===== src/rtl/core/hbd_pkg.sv =====
`timescale 1ns / 1ps
// Shared types and constants of the Huffman tree bit decoder.
// Depends on nothing; every other file of the block imports it.
package hbd_pkg;

	localparam int unsigned IDX_W     = 9;
	localparam int unsigned SYM_W     = 8;
	localparam int unsigned BYTE_BITS = 8;
	localparam int unsigned BIT_CNT_W = $clog2(BYTE_BITS);

	localparam logic OP_LOAD   = 1'b0;
	localparam logic OP_DECODE = 1'b1;

	typedef struct packed {
		logic             operation;
		logic [IDX_W-1:0] node_index;
		logic             node_leaf;
		logic [SYM_W-1:0] node_symbol;
		logic [IDX_W-1:0] left_child;
		logic [IDX_W-1:0] right_child;
		logic [SYM_W-1:0] data_byte;
	} hbd_in_t;

	typedef struct packed {
		logic [SYM_W-1:0] symbol;
		logic             last_of_byte;
	} hbd_out_t;

	// One node table entry.
	typedef struct packed {
		logic             leaf;
		logic [SYM_W-1:0] node_symbol;
		logic [IDX_W-1:0] left_child;
		logic [IDX_W-1:0] right_child;
	} node_t;

	// Node table port request from the walker.
	typedef struct packed {
		logic             wr_en;
		logic [IDX_W-1:0] wr_index;
		node_t            wr_node;
		logic             rd_en;
		logic [IDX_W-1:0] rd_index;
	} mem_req_t;

	// Symbol hand-off from the walker to the output buffer.
	typedef struct packed {
		logic             push;
		logic             flush;
		logic [SYM_W-1:0] symbol;
	} push_t;

	// True when an index addresses a real entry of a table of count nodes.
	function automatic logic in_table(input logic [IDX_W-1:0] idx, input int unsigned count);
		in_table = 32'(idx) < count;
	endfunction

endpackage


===== src/rtl/core/hbd_walk.sv =====
`timescale 1ns / 1ps
// Tree walker of the decoder: handshakes, root register, bit shift register and the
// walk over the node table, one bit per cycle unless the output stalls. Depends on hbd_pkg.
module hbd_walk #(
	parameter int unsigned NODE_COUNT = 512
) (
	input  logic                  clk,
	input  logic                  arst_n,
	input  logic                  item_valid,
	output logic                  item_ready,
	input  hbd_pkg::hbd_in_t      item,
	input  logic                  cfg_valid,
	output logic                  cfg_ready,
	input  logic [hbd_pkg::IDX_W-1:0] cfg_data,
	output hbd_pkg::mem_req_t     mem_req,
	input  hbd_pkg::node_t        rd_node,
	output hbd_pkg::push_t        push,
	input  logic                  push_ready
);
	import hbd_pkg::*;

	localparam logic [1:0] ST_IDLE  = 2'd0;
	localparam logic [1:0] ST_ROOT  = 2'd1;
	localparam logic [1:0] ST_WALK  = 2'd2;
	localparam logic [1:0] ST_FLUSH = 2'd3;

	logic [1:0]           state_q;
	logic [IDX_W-1:0]     root_q;
	logic [IDX_W-1:0]     root_left_q;
	logic [IDX_W-1:0]     root_right_q;
	logic [IDX_W-1:0]     cur_idx_q;
	logic [IDX_W-1:0]     cur_left_q;
	logic [IDX_W-1:0]     cur_right_q;
	logic [IDX_W-1:0]     rd_idx_q;
	logic [BYTE_BITS-2:0] shift_q;
	logic [BIT_CNT_W-1:0] bit_q;

	logic             cfg_fire;
	logic             item_fire;
	logic             load_fire;
	logic             dec_fire;
	logic             load_in;
	logic             walk_adv;
	logic             last_bit;
	logic [IDX_W-1:0] nx_idx;
	logic [IDX_W-1:0] nx_left;
	logic [IDX_W-1:0] nx_right;
	logic [IDX_W-1:0] nx_addr;

	assign cfg_ready  = (state_q == ST_IDLE);
	assign item_ready = (state_q == ST_IDLE) && !cfg_valid;
	assign cfg_fire   = cfg_valid && cfg_ready;
	assign item_fire  = item_valid && item_ready;
	assign load_fire  = item_fire && (item.operation == OP_LOAD);
	assign dec_fire   = item_fire && (item.operation == OP_DECODE);
	assign load_in    = load_fire && in_table(item.node_index, NODE_COUNT);

	// After a leaf the walk restarts from the root's children.
	assign nx_idx   = rd_node.leaf ? root_q       : rd_idx_q;
	assign nx_left  = rd_node.leaf ? root_left_q  : rd_node.left_child;
	assign nx_right = rd_node.leaf ? root_right_q : rd_node.right_child;
	assign nx_addr  = shift_q[0] ? nx_right : nx_left;

	assign last_bit = (bit_q == BIT_CNT_W'(BYTE_BITS - 1));
	assign walk_adv = (state_q == ST_WALK) && (!rd_node.leaf || push_ready);

	assign push.push   = (state_q == ST_WALK) && rd_node.leaf;
	assign push.flush  = (state_q == ST_FLUSH);
	assign push.symbol = rd_node.node_symbol;

	always_comb begin
		mem_req.wr_en                   = load_in;
		mem_req.wr_index                = item.node_index;
		mem_req.wr_node.leaf            = item.node_leaf;
		mem_req.wr_node.node_symbol     = item.node_symbol;
		mem_req.wr_node.left_child      = item.left_child;
		mem_req.wr_node.right_child     = item.right_child;
		mem_req.rd_en                   = cfg_fire || dec_fire || (walk_adv && !last_bit);
		if (cfg_fire) begin
			mem_req.rd_index = cfg_data;
		end else if (dec_fire) begin
			mem_req.rd_index = item.data_byte[0] ? cur_right_q : cur_left_q;
		end else begin
			mem_req.rd_index = nx_addr;
		end
	end

	always_ff @(posedge clk or negedge arst_n) begin
		if (!arst_n) begin
			state_q      <= ST_IDLE;
			root_q       <= '0;
			root_left_q  <= '0;
			root_right_q <= '0;
			cur_idx_q    <= '0;
			cur_left_q   <= '0;
			cur_right_q  <= '0;
			bit_q        <= '0;
		end else begin
			case (state_q)
				ST_IDLE: begin
					if (cfg_fire) begin
						root_q  <= cfg_data;
						state_q <= ST_ROOT;
					end else if (dec_fire) begin
						bit_q   <= '0;
						state_q <= ST_WALK;
					end else if (load_in) begin
						// Keep the cached children coherent with the table.
						if (item.node_index == cur_idx_q) begin
							cur_left_q  <= item.left_child;
							cur_right_q <= item.right_child;
						end
						if (item.node_index == root_q) begin
							root_left_q  <= item.left_child;
							root_right_q <= item.right_child;
						end
					end
				end
				ST_ROOT: begin
					root_left_q  <= rd_node.left_child;
					root_right_q <= rd_node.right_child;
					cur_idx_q    <= root_q;
					cur_left_q   <= rd_node.left_child;
					cur_right_q  <= rd_node.right_child;
					state_q      <= ST_IDLE;
				end
				ST_WALK: begin
					if (walk_adv) begin
						cur_idx_q   <= nx_idx;
						cur_left_q  <= nx_left;
						cur_right_q <= nx_right;
						bit_q       <= bit_q + 1'b1;
						if (last_bit) begin
							state_q <= ST_FLUSH;
						end
					end
				end
				ST_FLUSH: begin
					if (push_ready) begin
						state_q <= ST_IDLE;
					end
				end
				default: begin
					state_q <= ST_IDLE;
				end
			endcase
		end
	end

	always_ff @(posedge clk) begin
		if (mem_req.rd_en) begin
			rd_idx_q <= mem_req.rd_index;
		end
		if (dec_fire) begin
			shift_q <= item.data_byte[BYTE_BITS-1:1];
		end else if (walk_adv) begin
			shift_q <= shift_q >> 1;
		end
	end

endmodule


===== config.mk =====
export PLATFORM = sky130hd
export DESIGN_NAME = hbd_walk
export DESIGN_NICKNAME = d
export VERILOG_FILES = /design/src/rtl/core/hbd_pkg.sv /design/src/rtl/core/hbd_walk.sv
export SDC_FILE = /design/constraint.sdc
export NUM_CORES = 1
export LEC_CHECK = 0
export ABC_AREA = 1
export BUFFER_PORTS_ARGS = -buffer_cell sky130_fd_sc_hd__buf_2
export CORE_MARGIN = 2
export CORE_UTILIZATION = 50
export DETAILED_ROUTE_END_ITERATION = 8
export PLACE_DENSITY_LB_ADDON = 0.12
export SYNTH_ARGS = -nofsm -noshare
export SYNTH_HDL_FRONTEND = slang
export SYNTH_SLANG_ARGS = --single-unit

===== constraint.sdc =====
create_clock -name clk -period 7.6 [get_ports clk]
set_clock_uncertainty 0.2 [all_clocks]
set_input_delay 0.76 -clock clk [delete_from_list [all_inputs] [get_ports clk]]
set_output_delay 0.76 -clock clk [all_outputs]
set_load 0.05 [all_outputs]

==> results of run 1 <==
[per-layer routing]
metal / vias to the layer above / global-route usage [%] / share of wire, % / wire length [um]
met5: - / 0 / 0 / 0
met1: 2093 / 35.1 / 45 / 5720
met3: 22 / 3.66 / 7.9 / 1000
met4: 0 / 9.15 / 1.5 / 187
li1: 2167 / - / - / -
met2: 236 / 40.8 / 46 / 5790
[cells in the mapped netlist, drive strengths merged]
library cell    n  area share (%)
nand2         298              24
dfrtp          59              31
buf            56             8.2
nand3          54             5.7
nor2           35             3.0
inv            25             2.0
a31oi          22             2.9
clkbuf         19             1.5
edfxtp         16              10
mux2           15             3.5
o211ai         14             2.2
o21ai          12             1.3
a21oi           7            0.97
ha              6             1.6
xnor2           6             1.1
xor2            4            0.73
nor3            3            0.55
and2            1            0.13
clkinv          1           0.078
o22ai           1            0.13
[layout make-up]
cell class	instances	area, um2
Fill cell	927	4020
Tap cell	129	161
Multi-Input combinational cell	478	2260
Sequential cell	75	1960
Clock buffer	13	149
Inverter	26	97.6
Clock inverter	3	15.0
Timing Repair Buffer	114	581
[kinds of logic (layout without fill, tap and decap cells)]
family | Yosys count | count (layout) | synth area share, %
and+or+nand+nor | 391 | 391 | 33.0
buffers and inverters | 101 | 156 | 11.7
DFF | 75 | 75 | 41.0
AOI/OAI and AO/OA | 56 | 56 | 7.44
muxes | 15 | 15 | 3.53
xor gates and xnor gates | 10 | 10 | 1.83
adders and majority gates | 6 | 6 | 1.57
[per-stage QoR]
stage          utilization (%)  setup WS (ps)  cell area [um2]
3_5_place_dp              54.7           3720             5060
3_3_place_gp              54.7           3780             5060
5_1_grt                   56.5           2960             5220
2_1_floorplan                -           3790             4780
4_1_cts                   56.5           3330             5220
6_report                  56.5           3310             5220
[worst max-delay path, cell delays in order (launching register included)]
cell and delay [ps]:
dfrtp_1 400, inv_1 100, ha_1 310, inv_2 120
nor2_4 140, nand3_1 860, nand3_1 430, o211ai_1 190
nand2_1 140, buf_2 270
[sequential cells by signal, summed over array words and instances, names as in the netlist]
| signal | cells |
|---|---|
| cur_left_q | 9 |
| root_right_q | 9 |
| cur_idx_q | 9 |
| root_q | 9 |
| state_q | 2 |
| cur_right_q | 9 |
| bit_q | 3 |
| root_left_q | 9 |
| shift_q | 7 |
| rd_idx_q | 9 |
[path summary, 6_finish.rpt]
| check | slack [ps] | startpoint | to |
|---|---|---|---|
| min in group asynchronous | 350 | arst_n | root_left_q[1] |
| worst max register to register | 3960 | state_q[1] | root_left_q[3] |
| worst min-delay path | 270 | cur_left_q[2] | cur_left_q[2] |
| worst min register to register | 270 | cur_left_q[2] | cur_left_q[2] |
| worst max-delay path | 3310 | state_q[0] | mem_req[3] |
| max in group asynchronous | 6310 | arst_n | root_left_q[3] |
[where the power goes]
group          leakage, nW  internal [mW]  switching, mW
clock network       0.0872          0.126          0.147
logic                 1.84          0.408          0.950
registers            0.887          0.627         0.0994
[cell usage in the layout (no fill, tap or decap), types with 3 or more instances in the layout]
master    count
a21oi_1       6
a31oi_1      22
buf_2       110
buf_4         4
clkbuf_1      3
clkbuf_8     10
clkinv_2      3
dfrtp_1      59
edfxtp_1     16
ha_1          6
inv_1        23
mux2_2       15
nand2_1     296
nand3_1      54
nor2_1       32
o211ai_1     14
o21ai_0      12
xnor2_1       6
xor2_1        4
==> flow_summary.toml, run 1 <==
[clock_network]
postCtsSetupBuffers = 0
clk_latency_ps = 350
clock-sinks = 75
cts_made_buffers = 9
h-tree-depth = 3
cts_buffer_depth = 2
cts_tree = "done"
ctsRootBufferMaster = "clkbuf_8"
clkTransAtPathRegs_ps = 80
cts_resized = 0
ctsHoldBuffers = 0

[hold_path]
hold_depth = 2
min_path_type = "reg2reg"

[grt]
grt_pass1_vias = 4219
grt_util_all_layers_pct = 25.4
grt_overflow = 0
antenna_found_initial = 0
grt_max_degree = 60
grt_pass1_wl_mm = 20.4

[critical_path]
crit_fanout = 30
start_kind = "flop"
arrival_ps = 3330
reg2regPathDepth = 7
path_class = "reg2out"
crit_required_ps = 6640
cp-end-kind = "output port"

[route]
vias = 4518
ant_nets = 0
drtIter0Drc = 371
drt_pass1_iterations = 5
wire_per_inst_um = 15.2
totalWireLength_mm = 12.7
via_per_inst = 5.39
drc = 0

[logic_synthesis]
ys_ff_latch = 75
synth-seq-area-share_pct = 41.0
syn-cell-area_mm2 = 0.00478
ys_warn_count = 0
syn_area_per_cell_um2 = 7.31
synth_cell_type_count = 29
synth_cells = 654
syn_nets = 746

[power]
power_mw = 2.36
powerDensity_mw_per_mm2 = 451
peakVddDrop_mv = 0.238
leakage_nw = 2.81

[sta]
fmax_mhz = 233
whs_ps = 269
fin_crit_sh_pct = 56.5
slew_headroom_pct = 17.9
tns_ps = 0
finalMaxSlewViolations = 0
hold_viol_final = 0
rsz0062_at_grt = "false"
setup_violations = 0
worstMarginPinSlew_ps = 1230
period_needed_ps = 4290

[die]
die_y_um = 102
die_area_mm2 = 0.0104
start_util_pct = 51.7
io-pin-count = 145
core_area_mm2 = 0.00924
rows = 35
fp.dieW_um = 102

[final_layout]
diodes = 0
synthToLayoutAreaGrowth_pct = 9.30
drive_gt1_share_pct = 21.3
stdcell_count = 838
fin_nets = 796

[place]
placed_cells = 822
routabilityCongestion = 0.888
dp_hpwl_mm = 8.65
portBuffers = 110

[flow_run]
drv_cap = 0

[status]
outcome = "complete, no violations"
Note: power is estimated with default switching activity, not from simulation.
==> run 2, diff against run 1 <==
- clock period: 7.6 -> 4.02 ns (I/O delays scaled with it)
==> flow_summary.toml, run 2 (same netlist as run 1, synthesis figures left out) <==
[status]
outcome = "complete, no violations"

[final_layout]
diodes = 0
synthToLayoutAreaGrowth_pct = 11.8
layout.area.seq_mm2 = 0.00196
final_common_cell = "nand2_1"
multi_input_area_mm2 = 0.00226
stdcell_count = 846
drive_gt1_share_pct = 22.3
fin_util_pct = 57.8
filler_cell_count = 912
fin_nets = 804
mostFrequentLayoutCells = "nand2_1, buf_2, dfrtp_1"

[route]
drc = 0
vias = 4429
wire_per_inst_um = 14.9
totalWireLength_mm = 12.6
ant_nets = 0
drtIter0Drc = 234
drt_pass1_iterations = 5
via_per_inst = 5.24

[critical_path]
crit_fanout = 23
crit_required_ps = 3420
slowest_stage = "nand3_1"
r2r_start = "state_q[0]"
cp-end-kind = "output port"
arrival_ps = 2790
r2r-end = "cur_left_q[2]"
critPathMaxStageDelay_ps = 570
crit_path_cell_trace = "inv_1 -> ha_1 -> inv_2 -> nor2_4 -> nand3_1 -> nand3_1 -> o211ai_1 -> nand2_1 -> buf_2"
reg2regPathDepth = 10
crit_top_cell = "nand3_1"
reg2reg_slack_ps = 1110
start_kind = "flop"
path_class = "reg2out"

[flow_run]
drv_cap = 0

[sta]
finalMaxSlewViolations = 0
fmax_mhz = 295
hold_viol_final = 0
worstMarginPinSlew_ps = 1140
period_needed_ps = 3390
rsz0062_at_grt = "false"
tns_ps = 0
slew_headroom_pct = 23.9
setup_violations = 0
fin_ws_ps = 632
fin_crit_sh_pct = 84.3

[place]
dp_hpwl_mm = 9.02
routabilityCongestion = 0.890
dp_slack_ps = 1030
portBuffers = 110
placed_cells = 829

[hold_path]
min_path_type = "in2reg"
hp-start = "cfg_data[3]"
whs_endpoint = "root_q[3]"
hold_depth = 3

[power]
comb_power_share_pct = 56.2
p_switching_mw = 2.24
powerDensity_mw_per_mm2 = 861
pwr-share-seq_pct = 29.8
peakVddDrop_mv = 0.342
sw_frac_of_total_pct = 48.8
p_clk_share_pct = 14.0
p_int_mw = 2.35
leakage_nw = 2.87

[grt]
grt_pass1_wl_mm = 20.1
grt_overflow = 0
grt_pass1_vias = 4129
grt_util_all_layers_pct = 24.9
grt_max_degree = 37
antenna_found_initial = 0

[clock_network]
h-tree-depth = 3
cts_buffer_depth = 2
postCtsSetupBuffers = 0
clk_latency_ps = 340
ctsRootBufferMaster = "clkbuf_8"
clock-sinks = 75
cts_resized = 0
cts_tree = "done"
ctsHoldBuffers = 1
clkTransAtPathRegs_ps = 80
cts_made_buffers = 9

[die]
io-pin-count = 145
die_area_mm2 = 0.0104
rows = 35
core_area_mm2 = 0.00924
fp.dieW_um = 102
die_y_um = 102
start_util_pct = 51.7
## run 2: changes by cell type in the layout (fill, tap and decap cells not counted), sizes merged
cell / before / now
clkinv: 4 / 3
buf: 114 / 121
dlygate4sd3: 0 / 1
clkbuf: 13 / 11
clkinvlp: 0 / 1
bufinv: 0 / 2
## run 2: layout make-up
class,count,area share (%)
clock inverters,5,1.45
repair buffers,122,12.0
inverters,26,1.83
well taps,129,3.02
clock buffers,11,2.65
flip-flops and latches,75,36.6
multi-input cells,478,42.4
## run 2: worst max-delay path by stage
stage,startpoint,cells after the start,slack (ps),to
after CTS,state_q[0],9,630,mem_req[2]
after global routing,state_q[1],9,300,mem_req[5]
after global placement,state_q[0],8,1160,mem_req[9]
after detailed placement,state_q[0],9,1030,mem_req[2]
after floorplan,state_q[0],8,560,rd_idx_q[0]
final,state_q[0],9,630,mem_req[5]
## run 2: power by group through the flow
stage                     clock network [mW]  registers [mW]  logic (mW)
after floorplan                            0            1.33        2.03
after global placement                     0            1.36        2.53
after detailed placement                   0            1.38        2.57
after CTS                              0.657            1.37        2.58
after global routing                   0.687            1.41        2.88
final                                  0.643            1.37        2.59
## run 2: worst max-delay path, delay by kind of cell (launching register included)
family          cells  cell delay, ps
fa+ha+maj           1             270
flops               1             410
simple gates        4            1150
compound gates      1             120
buf+inv             3             490
## run 2: metal layers
metal  vias up  track usage, %  wire length (um)
li1       2178               -                 -
met1      2029            34.5              5600
met2       204            41.0              5890
met3        18            2.76               947
met4         0            7.59               124
met5         -               0                 0
## run 2: metrics by stage
| step | area [um2] | hold slack, ps | power [mW] |
|---|---|---|---|
| CTS | 5340 | 72.4 | 4.60 |
| finish | 5340 | 89.8 | 4.60 |
| detailed placement | 5110 | 256 | 3.95 |
| floorplan | 4780 | -93.6 | 3.36 |
| global route | 5340 | 79.6 | 4.97 |
| global placement | 5110 | 250 | 3.89 |
