[config.mk]
export PLATFORM = sky130hd
export DESIGN_NAME = hbd_sym_buf
export DESIGN_NICKNAME = d
export VERILOG_FILES = /design/src/rtl/core/hbd_pkg.sv /design/src/rtl/core/hbd_sym_buf.sv
export SDC_FILE = /design/constraint.sdc
export NUM_CORES = 1
export LEC_CHECK = 0
export ABC_AREA = 1
export BUFFER_PORTS_ARGS = -buffer_cell sky130_fd_sc_hd__buf_4
export CORE_MARGIN = 8
export CORE_UTILIZATION = 40
export DETAILED_ROUTE_END_ITERATION = 16
export HOLD_SLACK_MARGIN = 0.05
export PLACE_DENSITY = 0.81
export SLEW_MARGIN = 20
export SYNTH_ARGS = -nofsm -noshare
export SYNTH_HDL_FRONTEND = slang
export SYNTH_SLANG_ARGS = --single-unit
[constraint.sdc]
create_clock -name clk -period 1.35 [get_ports clk]
set_input_delay 0.27 -clock clk [delete_from_list [all_inputs] [get_ports clk]]
set_output_delay 0.27 -clock clk [all_outputs]
set_load 0.02 [all_outputs]
[src/rtl/core/hbd_pkg.sv]
`timescale 1ns / 1ps
// Shared types and constants of the Huffman tree bit decoder.
// Depends on nothing; every other file of the block imports it.
package hbd_pkg;

	localparam int unsigned IDX_W     = 9;
	localparam int unsigned SYM_W     = 8;
	localparam int unsigned BYTE_BITS = 8;
	localparam int unsigned BIT_CNT_W = $clog2(BYTE_BITS);

	localparam logic OP_LOAD   = 1'b0;
	localparam logic OP_DECODE = 1'b1;

	typedef struct packed {
		logic             operation;
		logic [IDX_W-1:0] node_index;
		logic             node_leaf;
		logic [SYM_W-1:0] node_symbol;
		logic [IDX_W-1:0] left_child;
		logic [IDX_W-1:0] right_child;
		logic [SYM_W-1:0] data_byte;
	} hbd_in_t;

	typedef struct packed {
		logic [SYM_W-1:0] symbol;
		logic             last_of_byte;
	} hbd_out_t;

	// One node table entry.
	typedef struct packed {
		logic             leaf;
		logic [SYM_W-1:0] node_symbol;
		logic [IDX_W-1:0] left_child;
		logic [IDX_W-1:0] right_child;
	} node_t;

	// Node table port request from the walker.
	typedef struct packed {
		logic             wr_en;
		logic [IDX_W-1:0] wr_index;
		node_t            wr_node;
		logic             rd_en;
		logic [IDX_W-1:0] rd_index;
	} mem_req_t;

	// Symbol hand-off from the walker to the output buffer.
	typedef struct packed {
		logic             push;
		logic             flush;
		logic [SYM_W-1:0] symbol;
	} push_t;

	// True when an index addresses a real entry of a table of count nodes.
	function automatic logic in_table(input logic [IDX_W-1:0] idx, input int unsigned count);
		in_table = 32'(idx) < count;
	endfunction

endpackage

[src/rtl/core/hbd_sym_buf.sv]
`timescale 1ns / 1ps
// Output side of the decoder: holds the newest symbol until it is known whether
// it closes its byte, then moves it into the result register. Depends on hbd_pkg.
module hbd_sym_buf (
	input  logic              clk,
	input  logic              arst_n,
	input  hbd_pkg::push_t    push,
	output logic              push_ready,
	output logic              result_valid,
	input  logic              result_ready,
	output hbd_pkg::hbd_out_t result
);
	import hbd_pkg::*;

	logic             pend_valid_q;
	logic [SYM_W-1:0] pend_sym_q;
	logic             out_valid_q;
	hbd_out_t         out_q;
	logic             slot_free;
	logic             load_out;

	assign slot_free  = !out_valid_q || result_ready;
	assign push_ready = !pend_valid_q || slot_free;
	assign load_out   = pend_valid_q && slot_free && (push.push || push.flush);

	always_ff @(posedge clk or negedge arst_n) begin
		if (!arst_n) begin
			pend_valid_q <= 1'b0;
			out_valid_q  <= 1'b0;
		end else begin
			if (push.push && push_ready) begin
				pend_valid_q <= 1'b1;
			end else if (push.flush && push_ready) begin
				pend_valid_q <= 1'b0;
			end
			if (load_out) begin
				out_valid_q <= 1'b1;
			end else if (result_ready) begin
				out_valid_q <= 1'b0;
			end
		end
	end

	always_ff @(posedge clk) begin
		if (push.push && push_ready) begin
			pend_sym_q <= push.symbol;
		end
		if (load_out) begin
			out_q.symbol       <= pend_sym_q;
			out_q.last_of_byte <= push.flush;
		end
	end

	assign result_valid = out_valid_q;
	assign result       = out_q;

endmodule

==> run metrics, run 1 <==
run status=finished, final reports clean; Finish-stage setup viols=0; # fillers=119; worst-case clock buffer depth=2; crit end category=output pin; area delta synth->final=38.0%; post-layout min period=1280 ps; Worst-Skew Late Latency=290 ps; Final Wtd Congestion=0.588; CTS Buf Count=3; met1 Track Usage GR=6.77%; number of distinct library cells after synthesis=8; Max Cap Violations=0; met2 Use GR=12.3%; Post-DRT Antenna Nets=0; Final nets=75; slew margin rel.=80.9%; leakage power=0.363 nW; non-filler cells, final=77; RSZ-0062 raised after global routing=no; Pins Over Slew Limit=0; H-tree depth=1; Slew @ Worst Pin=286 ps; area leader, netlist=edfxtp_1; CTS Root Cell=clkbuf_4; gr ovfl total=0; most frequent cells in the layout=23 x buf_4, 17 x edfxtp_1, 5 x nand2_1, 4 x inv_1, 3 x clkbuf_4; WP depth=2; critical path cell sequence=nand3_2, buf_4; vias per cell=4.71; Synth Register Bits=19; die area=3070 sq um; core box area=1490 sq um; CTS tree=built; CP max stage cell=dfrtp_1; ranking of synthesized cells by area=edfxtp_1 82%, dfrtp_1 8.0%, nand2_1 3.0%, inv_1 2.4%, nand3_2 1.6%; Setup crit start kind=flop; CP max FO=4; sequential fraction of the synthesis area=90.1%; # DRC=0; antenna diode instance count=0; Worst Hold Class=input pin to flop; num rows=14; global-route wire length before repair=1750 um; Clock Sink Count=19; fin crit share=94.9%; number of setup buffers added after CTS=0; Post-Syn Nets=46; largest net degree at the start of global routing=11; number of port buffers=23; clock-pin slew on the worst setup and hold paths=100 ps; final hold vios=0; via count=363; skew final=6.28 ps; Initial Utilization=41.8%; max incr delay on CP=430 ps; Mapped Area=622 sq um; I/O pin total=24; layout cells sized above 1=45.9%; Die W=55.4 um; Cells after Synth=33; Buf+Inv Stages, Crit Path=1; Die H=55.4 um; DR WL/cell=14.9 um; Final Power=1.14 mW; f_max=781 MHz; Detail Placement HPWL=876 um; critical path arrival=1010 ps; Peak VDD IR=0.682 mV; CP top delay family=flip-flops; Avg Cell Area, Syn=18.8 sq um; CP Data Required Time=1080 ps; DR iter-0 viols=3; critical path class=flop to output pin; share of the synthesized area in the top cell type=82.1%; initial antenna violation count=0; Synth warnings=0; Placed Cells=72; Reg2Reg Depth=3; gr usage total=7.52%; most common cell after layout, fill and taps aside=buf_4; total wire length=1150 um; WHS Path Cells=1; met3 GRT Util=2.28%; most used routing layer=met2; Sum Neg Setup Slack=0 ps; Pwr Density=1330 nW/um^2; number of global-route vias before repair=380; drt pass-1 iters=4
## flip-flops by register name, summed over array words and instances, names as in the netlist
signal	flops
pend_sym_q	8
pend_valid_q	1
result	9
result_valid	1
## cells by family (layout without fill, tap and decap cells)
group | count (synthesis) | count (layout) | synth area share, %
AOI/OAI and AO/OA | 1 | 1 | 0.804
buffers and inverters | 4 | 32 | 2.41
DFF | 19 | 19 | 90.1
and+or+nand+nor | 9 | 9 | 6.64
## final timing paths
kind | start | end | slack, ps
worst max register to register | result_valid$_DFFE_PN0P_ | result[4]$_DFFE_PP_ | 200
max in group asynchronous | arst_n | pend_valid_q$_DFFE_PN0P_ | 960
min in group asynchronous | arst_n | result_valid$_DFFE_PN0P_ | 300
worst max-delay path | pend_valid_q$_DFFE_PN0P_ | push_ready | 70
worst min-delay path | push[5] | pend_sym_q[5]$_DFFE_PP_ | 150
worst min register to register | pend_sym_q[4]$_DFFE_PP_ | result[5]$_DFFE_PP_ | 430
## cells in the mapped netlist
| cell | n |
|---|---|
| nand2_1 | 5 |
| o21ai_0 | 1 |
| nand3_1 | 1 |
| edfxtp_1 | 17 |
| nor2_1 | 2 |
| dfrtp_1 | 2 |
| inv_1 | 4 |
| nand3_2 | 1 |
## what timing repair did
item,CTS,global route
endpoints found under the setup margin,0,9
hold buffers,1,0
gates resized for setup,0,1
hold endpoints to repair,2,0
## metrics by stage
step / setup slack [ps] / area (sq um) / utilization (%) / hold slack, ps
after global placement: 168 / 817 / 54.9 / 52.7
after detailed placement: 88.1 / 817 / 54.9 / 54.3
after global routing: 32.0 / 858 / 57.6 / 126
final: 69.1 / 858 / 57.6 / 147
after CTS: 75.0 / 853 / 57.3 / 138
after floorplan: 110 / 624 / - / -25.6
## per-layer routing
| layer | part of all wire (%) | vias to the layer above |
|---|---|---|
| li1 | - | 173 |
| met1 | 38 | 170 |
| met2 | 54 | 17 |
| met3 | 5.2 | 3 |
| met4 | 2.8 | 0 |
| met5 | 0 | - |
## power by group
part | internal [mW] | switching, mW | total [mW]
logic | 0.0667 | 0.0862 | 0.153
registers | 0.696 | 0.0161 | 0.712
clock network | 0.115 | 0.160 | 0.275
## final cells by class
type                    instances  area (sq um)  share of cell area, %
clock buffers                   4          26.3                   3.06
inverters                       4          15.0                   1.75
multi-input cells              10          53.8                   6.27
flip-flops and latches         19           561                   65.3
well taps                      16          20.0                   2.33
repair buffers                 24           183                   21.3
Note: power is estimated with default switching activity, not from simulation.
==> inputs of run 2 (changes only) <==
--- a/config.mk
+++ b/config.mk
@@ -5,10 +5,10 @@
 export SDC_FILE = /design/constraint.sdc
 export NUM_CORES = 1
 export LEC_CHECK = 0
-export ABC_AREA = 1
 export BUFFER_PORTS_ARGS = -buffer_cell sky130_fd_sc_hd__buf_4
 export CORE_MARGIN = 8
 export CORE_UTILIZATION = 40
+export CTS_BUF_LIST = sky130_fd_sc_hd__clkbuf_16
 export DETAILED_ROUTE_END_ITERATION = 16
 export HOLD_SLACK_MARGIN = 0.05
 export PLACE_DENSITY = 0.81
==> run metrics, run 2 <==
num rows=14 (unchanged); total wire length=1190 um (was 1150 um); ys flop type=edfxtp_1 (unchanged); number of port buffers=23 (unchanged); Mapped Area=638 sq um (was 622 sq um); Reg area=561 sq um (unchanged); die area=3130 sq um (was 3070 sq um); number of synthesized flops with an enable pin=17 (unchanged); Slew @ Worst Pin=491 ps (was 286 ps); vias per cell=4.66 (was 4.71); Comb pwr share=12.6% (was 13.4%); gr ovfl total=0 (unchanged); most common cell after layout, fill and taps aside=buf_4 (unchanged); flop2flop setup slack=110 ps (was 200 ps); Final Cell Area=938 sq um (was 858 sq um); Hold Startpoint=push[1] (was push[5]); DR iter-0 viols=7 (was 3); Initial Utilization=42.4% (was 41.8%); clock network fraction of total power=39.1% (was 24.1%); area leader, netlist=edfxtp_1 (unchanged); RSZ-0062 raised after global routing=no (unchanged); synth cell count leaders=17 x edfxtp_1, 2 x dfrtp_1, 2 x nand2_1, 2 x nor2_1 (was 17 x edfxtp_1, 5 x nand2_1, 4 x inv_1); most numerous cell in the Yosys netlist=edfxtp_1 (unchanged); Pwr Density=1590 nW/um^2 (was 1330 nW/um^2); max reg flops=9 (unchanged); Placed Cells=69 (was 72); initial antenna violation count=0 (unchanged); Final Power=1.49 mW (was 1.14 mW); final hold vios=0 (unchanged); fin crit share=97.0% (was 94.9%); Peak VDD IR=0.914 mV (was 0.682 mV); # fillers=101 (was 119); number of global-route vias before repair=410 (was 380); Finish-stage setup viols=0 (unchanged); Pins Over Slew Limit=0 (unchanged); antenna diode instance count=0 (unchanged); crit end category=output pin (unchanged); Die W=55.9 um (was 55.4 um); crit path from=result_valid$_DFFE_PN0P_ (was pend_valid_q$_DFFE_PN0P_); run status=finished, final reports clean (unchanged); Sum Neg Setup Slack=0 ps (unchanged); DR WL/cell=16.1 um (was 14.9 um); post-layout min period=1310 ps (was 1280 ps); global-route wire length before repair=1990 um (was 1750 um); CP Data Required Time=1080 ps (about the same); number of distinct library cells after synthesis=10 (was 8); Cells after Synth=29 (was 33); CP max FO=3 (was 4); worst-case clock buffer depth=2 (unchanged); largest net degree at the start of global routing=11 (unchanged); Flop pwr share=48.3% (was 62.5%); number of setup buffers added after CTS=0 (unchanged); critical path arrival=1040 ps (was 1010 ps); core box area=1510 sq um (was 1490 sq um); R2R Path Start=result_valid$_DFFE_PN0P_ (unchanged); Post-Syn Nets=42 (was 46); H-tree depth=1 (unchanged); ranking of synthesized cells by area=edfxtp_1 80%, dfrtp_1 7.8%, a31oi_4 3.3%, nand2b_4 2.2%, nor2b_4 2.2% (was edfxtp_1 82%, dfrtp_1 8.0%, nand2_1 3.0%, inv_1 2.4%, nand3_2 1.6%); area of the multi-input gates=85.1 sq um (was 53.8 sq um); Post-DRT Antenna Nets=0 (unchanged); most frequent cells in the layout=24 x buf_4, 17 x edfxtp_1, 3 x clkbuf_16 (was 23 x buf_4, 17 x edfxtp_1, 5 x nand2_1, 4 x inv_1, 3 x clkbuf_4); Max Cap Violations=0 (unchanged); Worst Hold Class=input pin to flop (unchanged); # DRC=0 (unchanged); skew final=3.01 ps (was 6.28 ps); Placed Area=845 sq um (was 817 sq um); layout cells sized above 1=55.2% (was 45.9%); f_max=764 MHz (was 781 MHz); I/O pin total=24 (unchanged); gr usage total=8.35% (was 7.52%); Async S/R FF share, synth=10.5% (unchanged); Setup crit start kind=flop (unchanged); Synth warnings=0 (unchanged); via count=345 (was 363); Synth Register Bits=19 (unchanged); drt pass-1 iters=4 (unchanged); Final nets=72 (was 75); sw frac=20.8% (was 23.0%); critical path class=flop to output pin (unchanged); Avg Cell Area, Syn=22.0 sq um (was 18.8 sq um); fin util=62.3% (was 57.6%); total internal power=1.18 mW (was 0.878 mW); share of the synthesized area in the top cell type=80.0% (was 82.1%); clock-pin slew on the worst setup and hold paths=50 ps (was 100 ps); Psw=0.311 mW (was 0.262 mW); Die H=55.9 um (was 55.4 um); area delta synth->final=47.1% (was 38.0%); sequential fraction of the synthesis area=87.8% (was 90.1%); CTS tree=built (unchanged); Worst-Skew Late Latency=250 ps (was 290 ps); non-filler cells, final=74 (was 77); Final Wtd Congestion=0.720 (was 0.588); CTS Buf Count=3 (unchanged); Clock Sink Count=19 (unchanged); CTS Root Cell=clkbuf_16 (was clkbuf_4); slew margin rel.=66.9% (was 80.9%); leakage power=0.384 nW (was 0.363 nW)
run 2: cell types whose count changed in the layout (fill, tap and decap cells not counted), sizes merged:
cell / previous run / this run
inv: 4 / 2
a31oi: 0 / 1
clkbuf: 4 / 3
nand2: 5 / 2
nand3: 2 / 0
a21oi: 0 / 1
buf: 23 / 24
nand2b: 0 / 1
nor2b: 0 / 1
run 2: critical path: stages (launching register included):
cell     delay [ps]
dfrtp_1         340
nor2b_4         200
nand2_1          90
buf_4           170
run 2: power groups by stage:
| stage | sequential (mW) | combinational [mW] | clock [mW] |
|---|---|---|---|
| 2_1_floorplan | 0.767 | 0.0501 | 0 |
| 3_3_place_gp | 0.728 | 0.177 | 0 |
| 3_5_place_dp | 0.733 | 0.183 | 0 |
| 4_1_cts | 0.722 | 0.187 | 0.594 |
| 5_1_grt | 0.725 | 0.198 | 0.620 |
| 6_report | 0.721 | 0.187 | 0.584 |
run 2: cells by family after synthesis:
| kind of cell | Yosys count | share of synthesized area [%] |
|---|---|---|
| AND/OR/NAND/NOR | 6 | 6.67 |
| AO/OA/AOI/OAI | 3 | 4.90 |
| flip-flops | 19 | 87.8 |
| buffers and inverters | 1 | 0.588 |
run 2: cell type report:
cell class | instances | area share (%)
clock buffer | 3 | 8.00
tap | 16 | 2.13
timing repair buffer | 25 | 20.3
inverter | 1 | 0.400
multi-input combinational | 9 | 9.07
clock inverter | 1 | 0.400
sequential | 19 | 59.7
run 2: final timing paths:
| check | to | depth (start not counted) |
|---|---|---|
| min | pend_sym_q[1]$_DFFE_PP_ | 1 |
| max | push_ready | 3 |
| min reg2reg | result[4]$_DFFE_PP_ | 0 |
| max reg2reg | pend_sym_q[0]$_DFFE_PP_ | 2 |
| max in group asynchronous | pend_valid_q$_DFFE_PN0P_ | 2 |
| min in group asynchronous | result_valid$_DFFE_PN0P_ | 2 |
run 2: layer usage:
layer  up-vias  share of wire [%]  track usage, %
li1        166                  -               -
met1       157                 38            7.89
met2        18                 49            12.7
met3         4                7.6            3.42
met4         0                4.8            9.28
met5         -                  0               0
run 2: what timing repair did:
item / 4_1_cts / 5_1_grt
endpoints found under the hold margin: 2 / 0
resized for setup: 0 / 1
hold buffers: 1 / 0
endpoints found under the setup margin: 0 / 9
run 2: stage by stage:
| step | hold slack (ps) | setup slack (ps) |
|---|---|---|
| final | 196 | 40.8 |
| after global routing | 191 | 12.9 |
| after CTS | 195 | 43.3 |
| after detailed placement | 55.5 | 64.3 |
| after global placement | 54.8 | 135 |
| after floorplan | -25.6 | 60.2 |
==> inputs of run 3 (changes only) <==
==> constraint.sdc (replaced) <==
create_clock -name clk -period 1.35 [get_ports clk]
set_input_delay 0.135 -clock clk [delete_from_list [all_inputs] [get_ports clk]]
set_output_delay 0.135 -clock clk [all_outputs]
set_load 0.02 [all_outputs]
==> run metrics, run 3 (same netlist as run 2, synthesis figures left out) <==
Peak VDD IR=1.21 mV (was 0.914 mV); total wire length=1070 um (was 1190 um); area delta synth->final=47.1% (unchanged); max reg flops=9 (unchanged); CP max stage cell=a21oi_2 (was dfrtp_1); num rows=14 (unchanged); final hold vios=0 (unchanged); DR iter-0 viols=2 (was 7); Final nets=72 (unchanged); fin util=62.3% (unchanged); fin crit share=92.6% (was 97.0%); Finish-stage setup viols=0 (unchanged); Placed Area=845 sq um (unchanged); Sum Neg Setup Slack=0 ps (unchanged); Final Power=1.48 mW (was 1.49 mW); critical path class=flop to flop (was flop to output pin); via count=352 (was 345); Post-DRT Antenna Nets=0 (unchanged); die area=3130 sq um (unchanged); slack of the critical path=101 ps (was 40.8 ps); Buf+Inv Stages, Crit Path=0 (was 1); max incr delay on CP=380 ps (was 340 ps); run status=finished, final reports clean (unchanged); Detail Placement HPWL=817 um; Max Cap Violations=0 (unchanged); RSZ-0062 raised after global routing=no (unchanged); Hold WS=64.5 ps (was 196 ps); flop2flop setup slack=100 ps (was 110 ps); crit end category=flop (was output pin); Pins Over Slew Limit=0 (unchanged); gr ovfl total=0 (unchanged); H-tree depth=1 (unchanged); CTS Buf Count=3 (unchanged); most common cell after layout, fill and taps aside=buf_4 (unchanged); CTS Root Cell=clkbuf_16 (unchanged); Pwr Density=1580 nW/um^2 (was 1590 nW/um^2); critical path cell sequence=nor2b_4, a21oi_2 (was nor2b_4, nand2_1, buf_4); CP top delay family=compound AO/OA/AOI/OAI gates (was flip-flops); Slew @ Worst Pin=441 ps (was 491 ps); Setup WS pre-CTS=55.6 ps (was 64.3 ps); critical path arrival=1140 ps (was 1040 ps); initial antenna violation count=0 (unchanged); leakage power=0.384 nW (unchanged); slew margin rel.=70.3% (was 66.9%); number of port buffers=23 (unchanged); Initial Utilization=42.4% (unchanged); Clock Sink Count=19 (unchanged); post-layout min period=1250 ps (was 1310 ps); vias per cell=4.76 (was 4.66); Final Wtd Congestion=0.778 (was 0.720); # DRC=0 (unchanged); Placed Cells=69 (unchanged); non-filler cells, final=74 (unchanged); largest net degree at the start of global routing=11 (unchanged); CP max FO=8 (was 3); # fillers=110 (was 101); Die W=55.9 um (unchanged); f_max=800 MHz (was 764 MHz); core box area=1510 sq um (unchanged); most frequent cells in the layout=24 x buf_4, 17 x edfxtp_1, 3 x clkbuf_16 (unchanged); Worst Hold Class=input pin to flop (unchanged); worst-case clock buffer depth=2 (unchanged); Die H=55.9 um (unchanged); number of global-route vias before repair=394 (was 410); CP Data Required Time=1240 ps (was 1080 ps); antenna diode instance count=0 (unchanged); clock-pin slew on the worst setup and hold paths=50 ps (about the same); Setup crit start kind=flop (unchanged); Worst-Skew Late Latency=240 ps (was 250 ps); CTS tree=built (unchanged); I/O pin total=24 (unchanged); gr usage total=7.29% (was 8.35%); Final Cell Area=938 sq um (unchanged); skew final=3.78 ps (was 3.01 ps); drt pass-1 iters=4 (unchanged); global-route wire length before repair=1810 um (was 1990 um); DR WL/cell=14.5 um (was 16.1 um); layout cells sized above 1=55.2% (unchanged)
==> run 3: cell counts in the layout (fill, tap and decap cells not counted) <==
Identical to the previous run, type by type.
==> run 3: power breakdown <==
| part | switching, mW | internal, mW |
|---|---|---|
| Sequential | 0.0161 | 0.703 |
| Combinational | 0.0999 | 0.0849 |
| Clock | 0.184 | 0.392 |
| Total | 0.300 | 1.18 |
==> run 3: layout make-up <==
class / instances / area, sq um / area share, %
Sequential cell: 19 / 561 / 59.7
Clock buffer: 3 / 75.1 / 8.00
Clock inverter: 1 / 3.75 / 0.400
Tap cell: 16 / 20.0 / 2.13
Inverter: 1 / 3.75 / 0.400
Multi-Input combinational cell: 9 / 85.1 / 9.07
Timing Repair Buffer: 25 / 190 / 20.3
==> run 3: timing repair <==
action,CTS,global route
setup endpoints to repair,0,9
setup buffers,0,0
gates resized for setup,0,1
endpoints found under the hold margin,2,0
hold buffers,1,0
==> run 3: worst reg2reg max path, delay by kind of cell, from the launching register on <==
family	cells	cell delay [ps]
flip-flops	1	370
AO/OA/AOI/OAI	1	380
AND/OR/NAND/NOR	1	140
==> run 3: final timing paths <==
kind                                           from                  endpoint  cells past startpoint
setup / recovery           result_valid$_DFFE_PN0P_   pend_sym_q[4]$_DFFE_PP_                      2
hold / removal                              push[3]   pend_sym_q[3]$_DFFE_PP_                      1
setup reg to reg           result_valid$_DFFE_PN0P_   pend_sym_q[4]$_DFFE_PP_                      2
hold reg to reg             pend_sym_q[4]$_DFFE_PP_       result[5]$_DFFE_PP_                      0
max in group asynchronous                    arst_n  pend_valid_q$_DFFE_PN0P_                      2
min in group asynchronous                    arst_n  result_valid$_DFFE_PN0P_                      2
==> run 3: routing by layer <==
| metal | part of all wire [%] | wire length [um] | track usage, % |
|---|---|---|---|
| met5 | 0 | 0 | 0 |
| met3 | 9.2 | 99 | 3.42 |
| met1 | 42 | 454 | 7.65 |
| met4 | 3.7 | 40 | 6.19 |
| met2 | 45 | 480 | 10.7 |
